$ cat config.mk
export PLATFORM = sky130hd
export DESIGN_NAME = triangle_primitive_assembler
export DESIGN_NICKNAME = d
export VERILOG_FILES = /design/src/hdl/tpa_pkg.sv /design/src/hdl/tpa_in_reg.sv /design/src/hdl/tpa_assemble.sv /design/src/hdl/tpa_out_reg.sv /design/src/hdl/triangle_primitive_assembler.sv
export SDC_FILE = /design/constraint.sdc
export NUM_CORES = 1
export LEC_CHECK = 0
export ABC_AREA = 0
export BUFFER_PORTS_ARGS = -buffer_cell sky130_fd_sc_hd__buf_4
export CAP_MARGIN = 15
export CORE_ASPECT_RATIO = 0.9
export CORE_MARGIN = 4
export CORE_UTILIZATION = 51
export CTS_CLUSTER_DIAMETER = 60
export DETAILED_ROUTE_END_ITERATION = 6
export PLACE_DENSITY = 0.73
export SYNTH_ARGS = -nofsm -noshare
export SYNTH_HDL_FRONTEND = slang
export SYNTH_HIERARCHICAL = 1
export SYNTH_SLANG_ARGS = --single-unit
$ cat constraint.sdc
create_clock -name clk -period 3.6 [get_ports clk]
set_clock_uncertainty 0.2 [all_clocks]
set_input_delay 0.36 -clock clk [delete_from_list [all_inputs] [get_ports clk]]
set_output_delay 0.36 -clock clk [all_outputs]
set_load 0.05 [all_outputs]
$ cat src/hdl/tpa_pkg.sv
// Shared types and constants of the triangle primitive assembler.
`default_nettype none

package tpa_pkg;

  localparam int unsigned IDX_W = 32;

  // All-ones vertex index: strip restart, or no index held.
  localparam logic [IDX_W-1:0] RESTART_INDEX = {IDX_W{1'b1}};

  // Position within an aligned list group.
  localparam logic [1:0] SLOT_FIRST  = 2'd0;
  localparam logic [1:0] SLOT_SECOND = 2'd1;
  localparam logic [1:0] SLOT_THIRD  = 2'd2;

  // Reset value of the mode register: strip assembly.
  localparam logic STRIP_MODE_RESET = 1'b1;

  typedef struct packed {
    logic [IDX_W-1:0] vertex_index;
    logic             last_of_run;
  } in_item_t;

  typedef struct packed {
    logic [IDX_W-1:0] corner_first;
    logic [IDX_W-1:0] corner_second;
    logic [IDX_W-1:0] corner_third;
  } out_item_t;

endpackage : tpa_pkg

`default_nettype wire

$ cat src/hdl/tpa_in_reg.sv
// Input register of the triangle primitive assembler.
`default_nettype none

module tpa_in_reg
  import tpa_pkg::*;
(
  input  wire logic     clk,
  input  wire logic     rst_n,
  input  wire logic     in_valid,
  output logic          in_ready,
  input  wire in_item_t in_item,
  input  wire logic     step,
  output logic          held_valid,
  output in_item_t      held_item
);

  logic     held_valid_r;
  logic     held_valid_nxt;
  in_item_t held_item_r;

  // Take a new item when empty or when the held one is consumed this cycle.
  assign in_ready = !held_valid_r || step;

  always_comb begin
    held_valid_nxt = held_valid_r;
    if (in_ready) begin
      held_valid_nxt = in_valid;
    end
  end

  always_ff @(posedge clk) begin
    if (!rst_n) begin
      held_valid_r <= 1'b0;
    end else begin
      held_valid_r <= held_valid_nxt;
    end
  end

  always_ff @(posedge clk) begin
    if (in_valid && in_ready) begin
      held_item_r <= in_item;
    end
  end

  assign held_valid = held_valid_r;
  assign held_item  = held_item_r;

endmodule : tpa_in_reg

`default_nettype wire

$ cat src/hdl/tpa_assemble.sv
// Assembly state, mode register and triangle forming logic.
`default_nettype none

module tpa_assemble
  import tpa_pkg::*;
(
  input  wire logic     clk,
  input  wire logic     rst_n,
  input  wire logic     cfg_wr_en,
  input  wire logic     cfg_wr_data,
  input  wire logic     step,
  input  wire in_item_t item,
  output logic          tri_valid,
  output out_item_t     tri_item
);

  logic             strip_mode_r;
  logic [IDX_W-1:0] older_index_r;
  logic [IDX_W-1:0] older_index_nxt;
  logic [IDX_W-1:0] newer_index_r;
  logic [IDX_W-1:0] newer_index_nxt;
  logic             strip_parity_r;
  logic             strip_parity_nxt;
  logic [1:0]       group_slot_r;
  logic [1:0]       group_slot_nxt;
  logic             held_ok;
  logic             v_restart;

  assign held_ok   = (older_index_r != RESTART_INDEX) && (newer_index_r != RESTART_INDEX);
  assign v_restart = (item.vertex_index == RESTART_INDEX);

  always_comb begin
    older_index_nxt  = older_index_r;
    newer_index_nxt  = newer_index_r;
    strip_parity_nxt = strip_parity_r;
    group_slot_nxt   = group_slot_r;
    tri_valid        = 1'b0;
    tri_item.corner_first  = older_index_r;
    tri_item.corner_second = newer_index_r;
    tri_item.corner_third  = item.vertex_index;

    if (strip_mode_r) begin
      if (v_restart) begin
        older_index_nxt  = RESTART_INDEX;
        newer_index_nxt  = RESTART_INDEX;
        strip_parity_nxt = 1'b0;
      end else begin
        tri_valid = held_ok;
        // Swap the held corners on odd positions to keep the winding.
        if (strip_parity_r) begin
          tri_item.corner_first  = newer_index_r;
          tri_item.corner_second = older_index_r;
        end
        older_index_nxt  = newer_index_r;
        newer_index_nxt  = item.vertex_index;
        strip_parity_nxt = !strip_parity_r;
      end
    end else begin
      case (group_slot_r)
        SLOT_FIRST: begin
          older_index_nxt = item.vertex_index;
          group_slot_nxt  = SLOT_SECOND;
        end
        SLOT_SECOND: begin
          newer_index_nxt = item.vertex_index;
          group_slot_nxt  = SLOT_THIRD;
        end
        SLOT_THIRD: begin
          // Drop a group that holds a restart marker.
          tri_valid       = held_ok && !v_restart;
          older_index_nxt = RESTART_INDEX;
          newer_index_nxt = RESTART_INDEX;
          group_slot_nxt  = SLOT_FIRST;
        end
        default: begin
          older_index_nxt = RESTART_INDEX;
          newer_index_nxt = RESTART_INDEX;
          group_slot_nxt  = SLOT_FIRST;
        end
      endcase
    end

    // End of run: drop any partial group or strip.
    if (item.last_of_run) begin
      older_index_nxt  = RESTART_INDEX;
      newer_index_nxt  = RESTART_INDEX;
      strip_parity_nxt = 1'b0;
      group_slot_nxt   = SLOT_FIRST;
    end
  end

  always_ff @(posedge clk) begin
    if (!rst_n) begin
      strip_mode_r   <= STRIP_MODE_RESET;
      older_index_r  <= RESTART_INDEX;
      newer_index_r  <= RESTART_INDEX;
      strip_parity_r <= 1'b0;
      group_slot_r   <= SLOT_FIRST;
    end else if (cfg_wr_en) begin
      strip_mode_r   <= cfg_wr_data;
      older_index_r  <= RESTART_INDEX;
      newer_index_r  <= RESTART_INDEX;
      strip_parity_r <= 1'b0;
      group_slot_r   <= SLOT_FIRST;
    end else if (step) begin
      older_index_r  <= older_index_nxt;
      newer_index_r  <= newer_index_nxt;
      strip_parity_r <= strip_parity_nxt;
      group_slot_r   <= group_slot_nxt;
    end
  end

  a_strip_slot_zero: assert property (@(posedge clk) disable iff (!rst_n)
    strip_mode_r |-> (group_slot_r == SLOT_FIRST))
    else $error("group slot moved in strip mode");

  a_list_parity_zero: assert property (@(posedge clk) disable iff (!rst_n)
    !strip_mode_r |-> !strip_parity_r)
    else $error("strip parity moved in list mode");

  a_no_marker_corner: assert property (@(posedge clk) disable iff (!rst_n)
    (step && tri_valid) |-> (tri_item.corner_first != RESTART_INDEX &&
                             tri_item.corner_second != RESTART_INDEX &&
                             tri_item.corner_third != RESTART_INDEX))
    else $error("triangle carries a restart marker");

  a_run_end_clears: assert property (@(posedge clk) disable iff (!rst_n)
    (step && item.last_of_run) |=> (older_index_r == RESTART_INDEX &&
                                    newer_index_r == RESTART_INDEX &&
                                    !strip_parity_r && group_slot_r == SLOT_FIRST))
    else $error("state not cleared after end of run");

endmodule : tpa_assemble

`default_nettype wire

$ cat src/hdl/tpa_out_reg.sv
// Result register of the triangle primitive assembler.
`default_nettype none

module tpa_out_reg
  import tpa_pkg::*;
(
  input  wire logic      clk,
  input  wire logic      rst_n,
  input  wire logic      held_valid,
  output logic           step,
  input  wire logic      tri_valid,
  input  wire out_item_t tri_item,
  output logic           out_valid,
  input  wire logic      out_ready,
  output out_item_t      out_item
);

  logic      out_valid_r;
  logic      out_valid_nxt;
  out_item_t out_item_r;

  // Consume the held item when the result slot is free or drains now.
  assign step = held_valid && (!out_valid_r || out_ready);

  always_comb begin
    out_valid_nxt = out_valid_r;
    if (step) begin
      out_valid_nxt = tri_valid;
    end else if (out_ready) begin
      out_valid_nxt = 1'b0;
    end
  end

  always_ff @(posedge clk) begin
    if (!rst_n) begin
      out_valid_r <= 1'b0;
    end else begin
      out_valid_r <= out_valid_nxt;
    end
  end

  always_ff @(posedge clk) begin
    if (step && tri_valid) begin
      out_item_r <= tri_item;
    end
  end

  assign out_valid = out_valid_r;
  assign out_item  = out_item_r;

endmodule : tpa_out_reg

`default_nettype wire

$ cat src/hdl/triangle_primitive_assembler.sv
// Top level of the triangle primitive assembler.
`default_nettype none

// Triangle primitive assembler: unless out_ready stalls it, takes one vertex
// index per cycle and emits at most one triangle (three corner indices) per
// index. With cfg_wr_data = 1 it builds a triangle strip, swapping the first
// two corners on odd positions to keep the winding; the all-ones index
// restarts the strip. With 0 it builds an independent triangle list in
// aligned groups of three, dropping any group that holds the all-ones index.
// last_of_run ends a run: the marked item is processed, then the assembly
// state clears and a partial group is dropped. A mode write also clears the
// state; write it only while the block is idle. Each item is registered in
// the input register and its triangle in the result register; the state
// update sits between those two registers and is a single step, so nothing
// iterates. Items that produce no triangle are simply absorbed. A stalled
// out_ready holds the result register and back-pressures the input once the
// input register is also full.

module triangle_primitive_assembler
  import tpa_pkg::*;
(
  input  wire logic     clk,
  input  wire logic     rst_n,
  input  wire logic     cfg_wr_en,
  input  wire logic     cfg_wr_data,
  input  wire logic     in_valid,
  output logic          in_ready,
  input  wire in_item_t in_item,
  output logic          out_valid,
  input  wire logic     out_ready,
  output out_item_t     out_item
);

  logic      held_valid;
  in_item_t  held_item;
  logic      step;
  logic      tri_valid;
  out_item_t tri_item;

  // Hold the incoming item until the assembly step can take it.
  tpa_in_reg u_in_reg (
    .clk        (clk),
    .rst_n      (rst_n),
    .in_valid   (in_valid),
    .in_ready   (in_ready),
    .in_item    (in_item),
    .step       (step),
    .held_valid (held_valid),
    .held_item  (held_item)
  );

  // Advance strip or list state and form the triangle.
  tpa_assemble u_assemble (
    .clk         (clk),
    .rst_n       (rst_n),
    .cfg_wr_en   (cfg_wr_en),
    .cfg_wr_data (cfg_wr_data),
    .step        (step),
    .item        (held_item),
    .tri_valid   (tri_valid),
    .tri_item    (tri_item)
  );

  // Register the triangle and drive the result handshake.
  tpa_out_reg u_out_reg (
    .clk        (clk),
    .rst_n      (rst_n),
    .held_valid (held_valid),
    .step       (step),
    .tri_valid  (tri_valid),
    .tri_item   (tri_item),
    .out_valid  (out_valid),
    .out_ready  (out_ready),
    .out_item   (out_item)
  );

endmodule : triangle_primitive_assembler

`default_nettype wire
# [Word-level counts from Yosys, hierarchy flattened]
# Index checks and enable logic that the tools add are counted.
[word_totals] n_memories=0 latch_bits=0 ff_bits=199 in_bits=39 mem_bits_ro=0 ram_bits=0 wordCells=62
[classes] n_addsub=0 n_lt_le_gt_ge=0 n_reduce_logical=19 n_div=0 muxes=22 bitwise=1 n_eq_ne=8 multipliers=0 shifts=0
[op_table] operator="$mux 32" n=6
[op_table] operator="$mux 64" n=3
[op_table] operator="$pmux 32 s2" n=2
[op_table] operator="$ne 32x32->1 const B" n=2
[op_table] operator="$eq 32x32->1 const B" n=1
[op_table] operator="$mux 1" n=8
[op_table] operator="$reduce_and 2->1" n=4
[op_table] operator="$ne 3x2->1 const B" n=2
[op_table] operator="$logic_and 1x1->1" n=5
[op_table] operator="$logic_not 1->1" n=4
[op_table] operator="$mux 2" n=2
[op_table] operator="$pmux 2 s2" n=1
[op_table] operator="$reduce_bool 2->1" n=2
[op_table] operator="$eq 2x1->1 const B" n=1
[op_table] operator="$eq 2x2->1 const B" n=1
[op_table] operator="$logic_not 2->1" n=1
[op_table] operator="$logic_or 1x1->1" n=2
[op_table] operator="$ne 2x2->1 const B" n=1
[op_table] operator="$reduce_or 2->1" n=1
[op_table] operator="$not 1->1" n=1

# [Logic depth before layout (Yosys ltp)]
[depth] word_depth=6 ltp_mapped=8 ltp_nobuf=6

# [By module]
# The synthesis kept the hierarchy.
[by_module_without_submodules] module="tpa_assemble" instances=1 cells_each=492 area_per_inst_um2=4088.9
[by_module_without_submodules] module="tpa_out_reg" instances=1 cells_each=102 area_per_inst_um2=2956.6
[by_module_without_submodules] module="tpa_in_reg" instances=1 cells_each=38 area_per_inst_um2=1048.5

# [Worst setup path after synthesis]
# No wires, ideal clock.
[synth_path] kind="register to register" startpoint="register u_in_reg.held_item_r, in the netlist u_in_reg/held_item[3]" endpoint="register u_out_reg.out_item_r, in the netlist u_out_reg/out_item[0] (enable)" t_required_ns=2.977 n_path_buf=1 stages_incl_launch_ff=8 slack_ns=0.402 t_arrival_ns=2.576 cell_sequence="edfxtp_1 -> nand4_1 -> nor4_4 -> clkbuf_1 -> nand2_1 -> and3_1 -> nand2_2 -> nor2b_4"
[synth_via] elab_chain_len=6 word_cells_on_any_way=7 cone_classes="1 x eq/ne; 3 x mux; 3 x reduce/logical"
[synth_lines] item="start: declaration" line="tpa_in_reg.sv:19" text="in_item_t held_item_r;"
[synth_lines] item="start signal: assignment" line="tpa_in_reg.sv:41" text="held_item_r <= in_item;"
[synth_lines] item="$eq 32x32->1 (*)" line="tpa_assemble.sv:30" text="assign v_restart = (item.vertex_index == RESTART_INDEX);"
[synth_lines] item="$logic_not 1->1" line="tpa_assemble.sv:70" text="tri_valid = held_ok && !v_restart;"
[synth_lines] item="$logic_and 1x1->1" line="tpa_assemble.sv:70"
[synth_lines] item="$mux 1" line="tpa_assemble.sv:59" text="case (group_slot_r)"
[synth_lines] item="$mux 1 (*)" line="tpa_assemble.sv:42" text="if (strip_mode_r) begin"
[synth_lines] item="named net tri_valid" line="triangle_primitive_assembler.sv:37" text="logic tri_valid;"
[synth_lines] item="$logic_and 1x1->1 (*)" line="tpa_out_reg.sv:43" text="if (step && tri_valid) begin"
[synth_lines] item="end signal: assignment" line="tpa_out_reg.sv:44" text="out_item_r <= tri_item;"
[synth_lines] item="end: declaration" line="tpa_out_reg.sv:20" text="out_item_t out_item_r;"
# Mark *: on every way through the listed nets, which the timed path passes. The rest lies on a longest branch.
# A chain may end at the register's enable or synchronous reset.

# [Worst setup path in the final report]
[layout_path] startpoint="register u_in_reg.held_item_r, in the netlist u_in_reg/held_item[16]" endpoint="register u_out_reg.out_item_r, in the netlist u_out_reg/out_item[11] (enable)"
# The elaborated chain is that of the path after synthesis.

==> impl_results.md <==
* Outcome: complete, no violations
* Min-delay worst type: in2reg
* Max Cap Viol at 0
* Least-Margin Pin Slew at 0.744 ns
* Synth Instances at 632
* Internal at 3890 µW
* CP startpoint: u_in_reg/held_item[16]
* Clock network power share at 37.2%
* Final Max Slew Viols at 0
* Worst r2r src: u_in_reg/held_item[16]
* Worst-path clk slew at 0.07 ns
* Yosys warning count at 6
* Synth top area cells: edfxtp_1 (48%), dfxtp_1 (17%), mux2_1 (8.3%)
* Drt total wl at 19,100 µm
* Top-area cell type share of the netlist area at 47.9%
* Register area share after synthesis at 65.2%
* RSZ-0062 raised after global routing: false
* Die area at 18,000 µm²
* Global-route wire length before repair at 30,200 µm
* Cell Rows at 43
* Synthesized area per cell at 12.8 µm²
* Min-delay src: out_ready
* Crit. End Element: flop
* Crit Path Max Fanout at 96
* GR Util All Layers at 21.5%
* WL/cell at 19.6 µm
* Vias in the first global route at 5,555
* Post-route DRC at 0
* DRT iter0 DRCs at 892
* Routed vias at 5,706
* Post-CTS sizing at 0
* Setup-failing EPs final at 0
* Hold path depth at 3
* Num CTS Buffers at 17
* Commonest cells post-synth: edfxtp_1 (129), dfxtp_1 (70), nor2_1 (67)
* Pin count of the biggest net entering global routing at 97
* Switching Share at 26.0%
* Max H-tree Level at 4
* Clock sink count at 199
* Fin. Hold Viols at 0
* I/O Pins at 137
* Met3 routed WL at 1860 µm
* Post-synthesis cell type count at 36
* Reg2reg end: u_out_reg/out_item[11]
* Die width at 141 µm
* Worst R2R Path Depth at 7
* Antenna diode count at 0
* CP Data Arrival Time at 2.41 ns
* TritonRoute pass-1 iters at 7
* Final hold slack at 0.0288 ns
* IO Port Bufs at 136
* Met2 WL at 8960 µm
* Fmax at 403 MHz
* Min cycle time layout at 2.48 ns
* Main flop type after synthesis: edfxtp_1
* Starting Density at 52.2%
* Root buffer cell: clkbuf_16
* Fillers at 1,137
* CP Class: reg2reg
* GPL Wtd Cong at 0.808
* Power Dens Cells at 522 nW/µm²
* Antenna-violating nets left at 0
* Vias per inst at 5.85
* TritonCTS clock tree: done
* HPWL after DPL at 12,200 µm
* Dominant cell type by area after synthesis: edfxtp_1
* Area Overhead vs Synth at 24.3%
* Synthesized Nets at 671
* Die height at 128 µm
* Worst Path Required at 3.53 ns
* Lkg Pwr at 0.00351 µW
* Ys async rst share at 0%
* Rel. slew slack at 50.3%
* Fraction of layout cells with a size suffix above 1 at 25.6%
* Flops & latches, synth at 199
* Final Cycle Share at 68.9%
* Met1 Routed Length at 7890 µm
* Critical path launch point type: flop
* Initial antenna violation count at 0
* Peak supply drop at 0.000350 V
* Core area at 15,500 µm²
* NetSw at 1360 µW
* Final nets at 799
* Most common cell in the synthesized netlist: edfxtp_1
* Max Buffers Root-to-Sink at 2
* Reg2reg setup slack at 1.12 ns
* Worst-Skew Late Latency at 0.44 ns
* Hold endpoint: u_out_reg/out_valid
* GRT Residual Overflow at 0
* Combinational share of power at 12.4%
* Mapped cell area at 8090 µm²
* EDFF count, synth at 129
* Seq pwr share at 50.4%
* Max layer used: met4
* Aggregate negative setup slack at 0 ns
power groups by stage:
stage,sequential (µW),combinational (µW),clock [µW]
2_1_floorplan,2900,219,0
3_3_place_gp,2690,613,0
3_5_place_dp,2690,622,0
4_1_cts,2650,655,1970
5_1_grt,2660,692,2070
6_report,2650,653,1950
critical path, stage by stage (launching register included):
cell and delay (ns):
edfxtp_1 0.51, nand4_1 0.23, nor4_4 0.48, nand2_1 0.09, and3_1 0.20, nand2_2 0.11, nor2b_4 0.05, buf_12 0.24
through the flow:
stage | util [%] | cell area (µm²) | worst slack, ns | cells | total power (µW)
2_1_floorplan | - | 8090 | 0.402 | 632 | 3120
3_3_place_gp | 58.7 | 9090 | 1.18 | 907 | 3300
3_5_place_dp | 58.7 | 9090 | 1.19 | 907 | 3320
4_1_cts | 64.9 | 10100 | 1.17 | 975 | 5270
5_1_grt | 64.9 | 10100 | 0.975 | 975 | 5420
6_report | 64.9 | 10100 | 1.12 | 975 | 5250
final cells by class:
type / count / area, µm² / share of cell area, %
clock buffer: 18 / 439 / 4.36
clock inverter: 14 / 174 / 1.73
inverter: 3 / 11.3 / 0.112
multi-input combinational: 355 / 2410 / 24.0
sequential: 199 / 5280 / 52.4
tap: 202 / 253 / 2.51
timing repair buffer: 184 / 1500 / 14.9
worst max-delay path by stage:
stage,to,slack [ns],depth (start not counted)
2_1_floorplan,u_out_reg/out_item[0],0.40,7
6_report,u_out_reg/out_item[11],1.12,7
4_1_cts,u_assemble/newer_index_r[19],1.17,5
3_5_place_dp,u_assemble/newer_index_r[29],1.19,5
5_1_grt,u_assemble/newer_index_r[31],0.98,5
3_3_place_gp,u_out_reg/out_item[44],1.18,7
per-layer routing:
layer | global-route usage (%) | vias up
met1 | 28.7 | 2747
met4 | 7.52 | 0
met5 | 0 | -
met3 | 6.74 | 34
li1 | - | 2621
met2 | 33.6 | 304
registers in the layout, summed over array words and instances, names as in the netlist:
register,flops
u_out_reg/out_item,96
u_in_reg/held_item,33
u_assemble/newer_index_r,32
u_assemble/older_index_r,32
u_assemble/group_slot_r,2
u_assemble/strip_mode_r,1
u_assemble/strip_parity_r,1
u_in_reg/held_valid,1
u_out_reg/out_valid,1
repair_timing:
action                     CTS  global route
setup endpoints to repair    0             0
hold endpoints to repair    35             0
setup buffers                0             0
hold buffers                36             0
layout by cell type (no fill, tap or decap), types with 2 or more instances in the layout:
cell type and instances:
a21boi_2 2, clkbuf_16 17, buf_4 146, and2_4 2, clkinv_4 4, a21oi_1 35
inv_6 2, o31ai_1 32, mux2_2 4, mux2_1 60, nand2b_1 2, edfxtp_1 129
bufinv_16 3, dfxtp_1 70, nor2_1 67, nor4_4 2, clkinvlp_4 3, nor4_1 4
nand2b_4 2, a211oi_1 32, dlygate4sd3_1 36, nand2_1 6, nand4_1 24, inv_1 3
o21ai_0 33, nor3_1 33, buf_12 2
logic make-up (layout without fill, tap and decap cells):
family	Yosys count	count (layout)	synth area share, %
compound gates	141	141	11.1
buf+inv	78	219	5.24
flops	199	199	65.2
mux	65	65	9.03
simple gates	149	149	9.48
Note: power is estimated with default switching activity, not from simulation.
